`config.mk`:
```
export PLATFORM = sky130hd
export DESIGN_NAME = bfla_out
export DESIGN_NICKNAME = d
export VERILOG_FILES = /design/src/design/bfla_pkg.sv /design/src/design/bfla_out.sv
export SDC_FILE = /design/constraint.sdc
export NUM_CORES = 1
export LEC_CHECK = 0
export BUFFER_PORTS_ARGS = -buffer_cell sky130_fd_sc_hd__buf_4
export CORE_ASPECT_RATIO = 0.8
export CORE_MARGIN = 1.5
export CORE_UTILIZATION = 41
export CTS_CLUSTER_DIAMETER = 200
export DETAILED_ROUTE_END_ITERATION = 12
export PLACE_DENSITY = 0.86
export SLEW_MARGIN = 10
export SYNTH_ARGS = -nofsm -noshare
export SYNTH_HDL_FRONTEND = slang
export SYNTH_SLANG_ARGS = --single-unit
```
`constraint.sdc`:
```
create_clock -name i_clk -period 2.3 [get_ports i_clk]
set_clock_uncertainty 0.15 [all_clocks]
set_input_delay 0 -clock i_clk [delete_from_list [all_inputs] [get_ports i_clk]]
set_output_delay 0 -clock i_clk [all_outputs]
set_load 0.1 [all_outputs]
```
`src/design/bfla_pkg.sv`:
```
// bfla_pkg: shared types and constants of the buffer free-list allocator
// no dependencies; imported by bfla_ctrl, bfla_out and the top level
`timescale 1ns / 1ps

package bfla_pkg;

    localparam int CNT_W    = 11;
    localparam int IDX_W    = 10;
    localparam int KEY_W    = 32;
    localparam int OWNER_W  = 8;
    localparam int REQ_W    = 6;
    localparam int SHORT_W  = 32;
    localparam int S_DATA_W = 56;
    localparam int M_DATA_W = 96;

    localparam logic OP_GET = 1'b0;
    localparam logic OP_PUT = 1'b1;

    typedef enum logic [1:0] {
        ST_GRANTED     = 2'd0,
        ST_SHORT       = 2'd1,
        ST_PUT_OK      = 2'd2,
        ST_PUT_REFUSED = 2'd3
    } t_status;

    typedef struct packed {
        logic [IDX_W-1:0]   idx;
        logic [KEY_W-1:0]   key;
        logic [OWNER_W-1:0] owner;
        logic               last;
        t_status            status;
        logic [CNT_W-1:0]   free;
        logic [SHORT_W-1:0] shortage;
    } t_result;

endpackage

```
`src/design/bfla_out.sv`:
```
// bfla_out: output register of the result stream, packs results onto the bus
// depends on bfla_pkg
`timescale 1ns / 1ps

module bfla_out (
    input  logic                          i_clk,
    input  logic                          i_rst_n,
    input  logic                          i_load,
    input  bfla_pkg::t_result             i_res,
    output logic                          o_free,
    output logic                          o_tvalid,
    input  logic                          i_tready,
    output logic [bfla_pkg::M_DATA_W-1:0] o_tdata,
    output logic [1:0]                    o_tuser,
    output logic                          o_tlast
);

    import bfla_pkg::*;

    localparam int PAD_W = M_DATA_W - (IDX_W + KEY_W + OWNER_W + CNT_W + SHORT_W);

    logic    r_valid;
    t_result r_res;

    assign o_free = !r_valid || i_tready;

    always_ff @(posedge i_clk) begin
        if (!i_rst_n) begin
            r_valid <= 1'b0;
        end else if (o_free) begin
            r_valid <= i_load;
        end
    end

    always_ff @(posedge i_clk) begin
        if (o_free && i_load) begin
            r_res <= i_res;
        end
    end

    assign o_tvalid = r_valid;
    assign o_tdata  = {PAD_W'(0), r_res.shortage, r_res.free, r_res.owner,
                       r_res.key, r_res.idx};
    assign o_tuser  = r_res.status;
    assign o_tlast  = r_res.last;

endmodule

```
==> out/qor.yml, run 1 <==
clock_sinks: 97
place_congestion: 0.7380
final_nets: 512
postSynth.asyncResetShare_pct: 0
peakVddDrop_mv: 0.3780
cts_tree: "built"
placed_cell_area_mm2: 0.004581
ys_top_cells_by_area: "edfxtp_1 (97%), buf_4 (0.76%), dfxtp_1 (0.67%), nand2b_4 (0.46%), a21boi_2 (0.38%)"
synth_edf_count: 96
viasPerCell: 4.590
setup_violations: 0
regToRegSetupSlack_ps: 790
antenna_found_initial: 0
die-height_um: 79.08
path_class: "reg -> reg"
drt_first_pass_iters: 4
met1Wirelength_um: 3369
status: "complete, no violations"
cts_root_buf: "clkbuf_8"
postRouteAntennaNets: 0
num-fill-cells: 335
hold_path_end: "o_tdata[69]"
maxCapViolCount: 0
fin_total_pwr_w: 0.004425
r2r-end: "o_tuser[0]"
synth_common_cells: "edfxtp_1 (96), buf_4 (3)"
synth-seq-cells: 97
vias: 2309
hold_violations: 0
critPathMaxFanout: 44
drive_gt1_share_pct: 52.16
grt_setup_unrepaired: "no"
wirelength_um: 9551
drtIter0Drc: 98
r2r.worst_path.cells: 3
ios: 201
fp.coreArea_mm2: 0.006959
yosysWarnings: 0
topRoutingLayerUsed: "met4"
clk_latency_ps: 350
rows: 27
finalMaxSlewViolations: 0
dieArea_mm2: 0.007758
grt_usage_pct: 24.84
port_buffers: 197
htree_levels: 3
path_clk_slew_ps: 90
dp_hpwl_um: 5051
met3WireLength_um: 725
fin_crit_ps: 1514
syn_avg_cell_area_um2: 28.25
end_kind: "flop"
numCtsBuffers: 9
drcViolationCount: 0
fin_area_mm2: 0.005753
yosys.area.top_type: "edfxtp_1"
required_ps: 2190
dr_wl_met2_um: 5350
synth.distinct_cells: 8
netlist_area_mm2: 0.002967
start_util_pct: 42.63
min_from: "i_load"
n_antenna_cell: 0
grt-ovfl-total: 0
clock.fmax_ghz: 0.6604
ys.flop_type: "edfxtp_1"
fin_crit_sh_pct: 65.83
rr_startpoint: "o_tvalid"
power.density_mw_per_mm2: 769.1
clock_path_buffers: 2
grt_pass1_vias: 2469
min_delay_path_depth: 2
synth_most_common_cell: "edfxtp_1"
synth_top_area_share_pct: 97.17
final.setup.tns_ps: 0
grt_max_degree: 45
grt_pass1_wl_um: 13970
syn2layout_area_growth_pct: 93.93
post_drt_wl_per_cell_um: 18.99
cts_setup_buffers: 0
worstHoldPathType: "in -> reg"
final_util_pct: 82.67
fp.dieW_um: 98.10
synth_seq_area_share_pct: 97.85
p_leak_nw: 2.437
postSynthCellCount: 105
arrival_ps: 1410
startpoint_type: "flop"
-- sequential cells by signal (all words and copies together), names as in the netlist --
register  cells
o_tdata      93
o_tlast       1
o_tuser       2
o_tvalid      1
-- what timing repair did --
item | in CTS | in global routing
gates resized for setup | 0 | 0
endpoints found under the hold margin | 97 | 0
hold buffers | 98 | 0
-- placed cells by master (no fill, tap or decap), types with 2 or more instances in the layout --
master,Yosys,final
buf_4,3,197
dlygate4sd3_1,0,98
edfxtp_1,96,96
clkbuf_8,0,9
conb_1,1,3
inv_6,0,2
buf_12,0,2
-- layer usage --
metal | global-route usage [%] | vias up
li1 | - | 1022
met3 | 8.275 | 12
met1 | 26.77 | 1135
met2 | 46.97 | 140
met4 | 6.429 | 0
met5 | 0 | -
-- worst max path at each step --
stage | slack (ps) | startpoint | to
after CTS | 770 | o_tvalid | o_tdata[9]
after global routing | 710 | o_tvalid | o_tdata[20]
after detailed placement | 790 | o_tvalid | o_tdata[60]
after floorplan | 90 | o_tvalid | o_tdata[0]
final | 790 | o_tvalid | o_tuser[0]
after global placement | 830 | o_tvalid | o_tdata[13]
-- power breakdown --
part           internal, W  switching, W  total, W
sequential         0.00207     0.0000368   0.00210
combinational     0.000346      0.000895   0.00124
clock             0.000503      0.000578   0.00108
total              0.00291       0.00151   0.00442
-- area by class of cell --
type / count / area, um^2 / share of cell area [%]
Tap cell: 87 / 108.9 / 1.892
Inverter: 1 / 3.754 / 0.06525
Timing Repair Buffer: 297 / 2500 / 43.45
Multi-Input combinational cell: 6 / 45.04 / 0.7829
Clock inverter: 6 / 67.56 / 1.174
Clock buffer: 9 / 123.9 / 2.153
Sequential cell: 97 / 2904 / 50.48
-- cell families (layout without fill, tap and decap cells) --
group	Yosys count	in the layout	share of synthesized area, %
simple gates	2	2	0.7591
flops	97	97	97.85
buf+inv	4	313	0.8855
compound gates	1	1	0.3796
other cells	1	3	0.1264
-- per-stage QoR --
| stage | instances | setup slack, ps | hold slack [ps] |
|---|---|---|---|
| global route | 503 | 713.7 | 43.12 |
| finish | 503 | 785.8 | 53.91 |
| floorplan | 107 | 87.82 | -51.13 |
| global placement | 390 | 828.7 | 28.33 |
| detailed placement | 390 | 790.9 | 29.29 |
| CTS | 503 | 765.3 | 34.10 |
-- worst max-delay path, stage by stage (launching register included) --
cell      delay [ps]
dfxtp_2          350
nand2b_4          80
and2_4           330
buf_12           280
Note: power is estimated with default switching activity, not from simulation.
==> run 2: changes to the inputs <==
Clock period 2.3 ns to 1.5 ns, I/O delays scaled along.
==> out/qor.yml, run 2 (synthesis gave the netlist of run 1 again) <==
status: "complete, no violations"
r2r.worst_path.cells: 3  # unchanged
clock_path_buffers: 2  # unchanged
grt_usage_pct: 26.77  # +1.9 points
wirelength_um: 10180  # +6.6%
place_congestion: 0.7743  # +4.9%
dp_hpwl_um: 5468  # +8.3%
post-place-cells: 390  # unchanged
p_leak_nw: 2.443  # +0.24%
startpoint_type: "flop"
setup_violations: 0  # unchanged
p_sw_share_pct: 34.72  # +0.59 points
clk_latency_ps: 350  # about the same
num-fill-cells: 342  # +2.1%
min_delay_path_depth: 3  # +1
internal-power_w: 0.004487  # +54%
path_clk_slew_ps: 90  # about the same
power.density_mw_per_mm2: 1192  # +55%
grt-ovfl-total: 0  # unchanged
hold_path_end: "o_tdata[66]"
min_from: "i_load"
viasPerCell: 4.522  # -1.5%
p_seq_share_pct: 47.0  # -0.5 points
dieArea_mm2: 0.007758  # unchanged
finalMaxSlewViolations: 0  # unchanged
cts_root_buf: "clkbuf_8"
cts_setup_buffers: 0  # unchanged
rr_startpoint: "o_tvalid"
fp.coreArea_mm2: 0.006959  # unchanged
fp.dieW_um: 98.10  # unchanged
cts_tree: "built"
drcViolationCount: 0  # unchanged
rows: 27  # unchanged
end_kind: "flop"
port_buffers: 197  # unchanged
grt_max_degree: 51  # +13%
required_ps: 1390  # -800 ps
drive_gt1_share_pct: 52.28  # +0.11 points
post_drt_wl_per_cell_um: 20.20  # +6.4%
die-height_um: 79.08  # unchanged
fin_crit_ps: 1356  # -157.8 ps
worstHoldPathType: "in -> reg"
htree_levels: 3  # unchanged
final.setup.tns_ps: 0  # unchanged
instances_no_fill: 504  # +0.20%
grt_pass1_vias: 2495  # +1.1%
fin_crit_sh_pct: 90.42  # +25 points
n_antenna_cell: 0  # unchanged
combPwrFrac_pct: 27.8  # -0.3 points
path_class: "reg -> reg"
ios: 201  # unchanged
cts_resized: 0  # unchanged
vias: 2279  # -1.3%
drtIter0Drc: 97  # -1.0%
start_util_pct: 42.63  # unchanged
postRouteAntennaNets: 0  # unchanged
syn2layout_area_growth_pct: 94.39
numCtsBuffers: 9  # unchanged
peakVddDrop_mv: 0.7302  # +93%
r2r-end: "o_tdata[64]"
grt_pass1_wl_um: 14770  # +5.7%
maxCapViolCount: 0  # unchanged
drt_first_pass_iters: 4  # unchanged
final_common_cell: "buf_4"
layout_common_cells: "buf_4 (197), dlygate4sd3_1 (98), edfxtp_1 (96)"
regToRegSetupSlack_ps: 140  # -640 ps
antenna_found_initial: 0  # unchanged
arrival_ps: 1250  # -160 ps
switchingPower_w: 0.002386  # +58%
clock.fmax_ghz: 0.7373  # +12%
clockPowerShare_pct: 25.2  # +0.8 points
clock_sinks: 97  # unchanged
grt_setup_unrepaired: "no"
largest_reg_flops: 93  # unchanged
critPathMaxFanout: 50  # +14%
hold_violations: 0  # unchanged
final_nets: 512  # unchanged
==> run 2: what timing repair did <==
item | in CTS | in global routing
hold buffers | 98 | 0
endpoints found under the hold margin | 97 | 0
endpoints found under the setup margin | 0 | 0
==> run 2: critical path, stage by stage (launching register included) <==
cell and delay [ps]:
dfxtp_4 360, nand2b_4 70, and2_4 170, buf_12 250
==> run 2: metal layers <==
metal	routed length [um]	part of all wire, %	GRT usage, %	up-vias
met5	0	0	0	-
met4	144	1.4	7.429	0
met3	845	8.3	9.859	12
met2	5500	54	48.97	144
met1	3690	36	29.44	1097
li1	-	-	-	1026
==> run 2: per-stage QoR <==
| stage | cell area, um^2 | hold slack [ps] | power [W] | util [%] | setup WS (ps) |
|---|---|---|---|---|---|
| finish | 5767 | 162.5 | 0.006873 | 82.87 | 143.6 |
| detailed placement | 4583 | 29.25 | 0.004953 | 65.86 | 157.6 |
| floorplan | 2978 | -51.13 | 0.004479 | - | -618.6 |
| CTS | 5767 | 158.5 | 0.006842 | 82.87 | 141.3 |
| global route | 5767 | 156.8 | 0.007057 | 82.87 | 113.1 |
| global placement | 4583 | 27.75 | 0.004925 | 65.86 | 191.9 |
==> run 2: final cells by class <==
cell class | count | area [um^2] | share of cell area, %
sequential | 97 | 2907 | 50.40
timing repair buffer | 297 | 2500 | 43.35
multi-input combinational | 6 | 45.04 | 0.7811
clock inverter | 7 | 78.83 | 1.367
inverter | 1 | 3.754 | 0.06509
clock buffer | 9 | 123.9 | 2.148
tap | 87 | 108.9 | 1.888
==> run 2: how the worst max path moves through the flow <==
stage              from           to  slack, ps  cells past startpoint
4_1_cts        o_tvalid  o_tdata[55]        140                      3
6_report       o_tvalid  o_tdata[64]        140                      3
3_5_place_dp   o_tvalid  o_tdata[45]        160                      3
3_3_place_gp   o_tvalid  o_tdata[13]        190                      3
2_1_floorplan  o_tvalid   o_tdata[0]       -620                      2
5_1_grt        o_tvalid  o_tdata[12]        110                      3
==> run 2: power groups by stage <==
stage	Combinational (W)	Sequential, W	Clock [W]
after global placement	0.00166	0.00326	0
final	0.00191	0.00323	0.00174
after CTS	0.00189	0.00321	0.00174
after floorplan	0.000102	0.00438	0
after detailed placement	0.00168	0.00327	0
after global routing	0.00195	0.00324	0.00187
==> run 3: changes to the inputs <==
Settings changed: BUFFER_PORTS_ARGS -buffer_cell sky130_fd_sc_hd__buf_4 to -buffer_cell sky130_fd_sc_hd__clkbuf_2, CORE_UTILIZATION 41 to 40, PLACE_DENSITY 0.86 to 0.84.
==> out/qor.yml, run 3 (synthesis gave the netlist of run 1 again) <==
critPathMaxFanout: 3  # -94%
post_drt_wl_per_cell_um: 16.95  # -16%
path_clk_slew_ps: 90  # about the same
syn2layout_area_growth_pct: 77.82
fp.coreArea_mm2: 0.007027  # +0.97%
dp_slack_ps: 186.9  # +29.23 ps
antenna_found_initial: 0  # unchanged
rr_startpoint: "o_tvalid"
cp_cell_sequence: "nand2b_4 -> clkbuf_2"
top_usage_layer: "met2"
slew_headroom_pct: 62.01
clk_latency_ps: 340  # about the same
end_kind: "output pin"
fin_crit_ps: 1386  # +29.55 ps
fin_total_pwr_w: 0.006478  # -5.8%
worstHoldPathType: "in -> reg"
cp-startpoint: "o_tvalid"
finalMaxSlewViolations: 0  # unchanged
cp_num_buf_inv: 1  # unchanged
hold_violations: 0  # unchanged
viasPerCell: 4.430  # -2.0%
postRouteAntennaNets: 0  # unchanged
fin_crit_sh_pct: 92.39  # +2.0 points
grt_max_degree: 42  # -18%
rows: 27  # unchanged
path_class: "reg -> out"
startpoint_type: "flop"
drtIter0Drc: 99  # +2.1%
cts_root_buf: "clkbuf_8"
grt-ovfl-total: 0  # unchanged
clock.fmax_ghz: 0.7215  # -2.1%
critPathSlowestCell: "clkbuf_2"
status: "complete, no violations"
ios: 201  # unchanged
cts_resized: 0  # unchanged
cts_setup_buffers: 0  # unchanged
grtUsageMet1_pct: 23.37  # -6.1 points
met3_usage_pct: 7.443  # -2.4 points
p_leak_nw: 2.316  # -5.2%
setup_violations: 0  # unchanged
grt_usage_pct: 22.09  # -4.7 points
wirelength_um: 8561  # -16%
slowest_delay_ps: 450  # +90 ps
dieArea_mm2: 0.007945  # +2.4%
peakVddDrop_mv: 0.7555  # +3.5%
vias: 2237  # -1.8%
maxCapViolCount: 0  # unchanged
required_ps: 1350  # -40 ps
numCtsBuffers: 9  # unchanged
grt_setup_unrepaired: "no"
arrival_ps: 1240  # about the same
place_congestion: 0.7977  # +3.0%
die-height_um: 80.03  # +1.2%
fin_area_mm2: 0.005275  # -8.5%
htree_levels: 3  # unchanged
placed_cell_area_mm2: 0.004110  # -10%
grtUsageMet2_pct: 40.62  # -8.3 points
hold_buffers: 98  # unchanged
fin_ws_ps: 114.1  # -29.55 ps
n_antenna_cell: 0  # unchanged
min_from: "i_res[11]"
drcViolationCount: 0  # unchanged
grt_pass1_wl_um: 12610  # -15%
cp_top_family: "buffers and inverters"
port_buffers: 197  # unchanged
cts_tree: "built"
power.density_mw_per_mm2: 1228  # +3.0%
drive_gt1_share_pct: 52.39  # +0.11 points
worstMarginPinSlew_ps: 572.3
largest_reg_flops: 93  # unchanged
clock_path_buffers: 2  # unchanged
final_nets: 513  # +0.20%
grt_pass1_vias: 2447  # -1.9%
clock_sinks: 97  # unchanged
start_util_pct: 42.22  # -0.41 points
final_common_cell: "clkbuf_2"
num-fill-cells: 449  # +31%
drt_first_pass_iters: 4  # unchanged
layout_common_cells: "clkbuf_2 (197), dlygate4sd3_1 (98), edfxtp_1 (96)"
fp.dieW_um: 99.29  # +1.2%
[run 3: worst register-to-register path, delay by kind of cell, from the launching register on]
family | cells | cell delay, ps
simple gates | 2 | 280
buf+inv | 1 | 240
flops | 1 | 360
[run 3: power by group]
part           switching [W]  total (W)  internal [W]  leakage, nW
registers          0.0000528    0.00322       0.00317        0.938
clock network       0.000896    0.00153      0.000631       0.0913
logic                0.00136    0.00173      0.000374         1.29
[run 3: worst paths after layout]
| kind | to | slack, ps | cells past startpoint |
|---|---|---|---|
| hold / removal | o_tdata[72] | 200 | 2 |
| setup / recovery | o_free | 110 | 2 |
| hold reg to reg | o_tdata[79] | 790 | 3 |
| setup reg to reg | o_tdata[30] | 160 | 3 |
[run 3: metal layers]
layer / vias up / part of all wire (%)
met2: 138 / 54
li1: 1026 / -
met5: - / 0
met3: 20 / 8.6
met4: 0 / 2.3
met1: 1053 / 35
[run 3: cell type report]
| class | count | area (um^2) | area share, % |
|---|---|---|---|
| Sequential cell | 97 | 2907 | 55.10 |
| Timing Repair Buffer | 298 | 2027 | 38.42 |
| Clock buffer | 9 | 123.9 | 2.348 |
| Tap cell | 87 | 108.9 | 2.064 |
| Clock inverter | 7 | 60.06 | 1.139 |
| Multi-Input combinational cell | 6 | 45.04 | 0.8539 |
| Inverter | 1 | 3.754 | 0.07116 |
[run 3: metrics by stage]
stage | hold slack, ps | std cells | util [%] | TNS (ps)
floorplan | -51.13 | 107 | - | -59390
global placement | 27.19 | 391 | 58.49 | 0
detailed placement | 28.64 | 391 | 58.49 | 0
CTS | 187.5 | 505 | 75.07 | 0
global route | 192.3 | 505 | 75.07 | 0
finish | 204.0 | 505 | 75.07 | 0
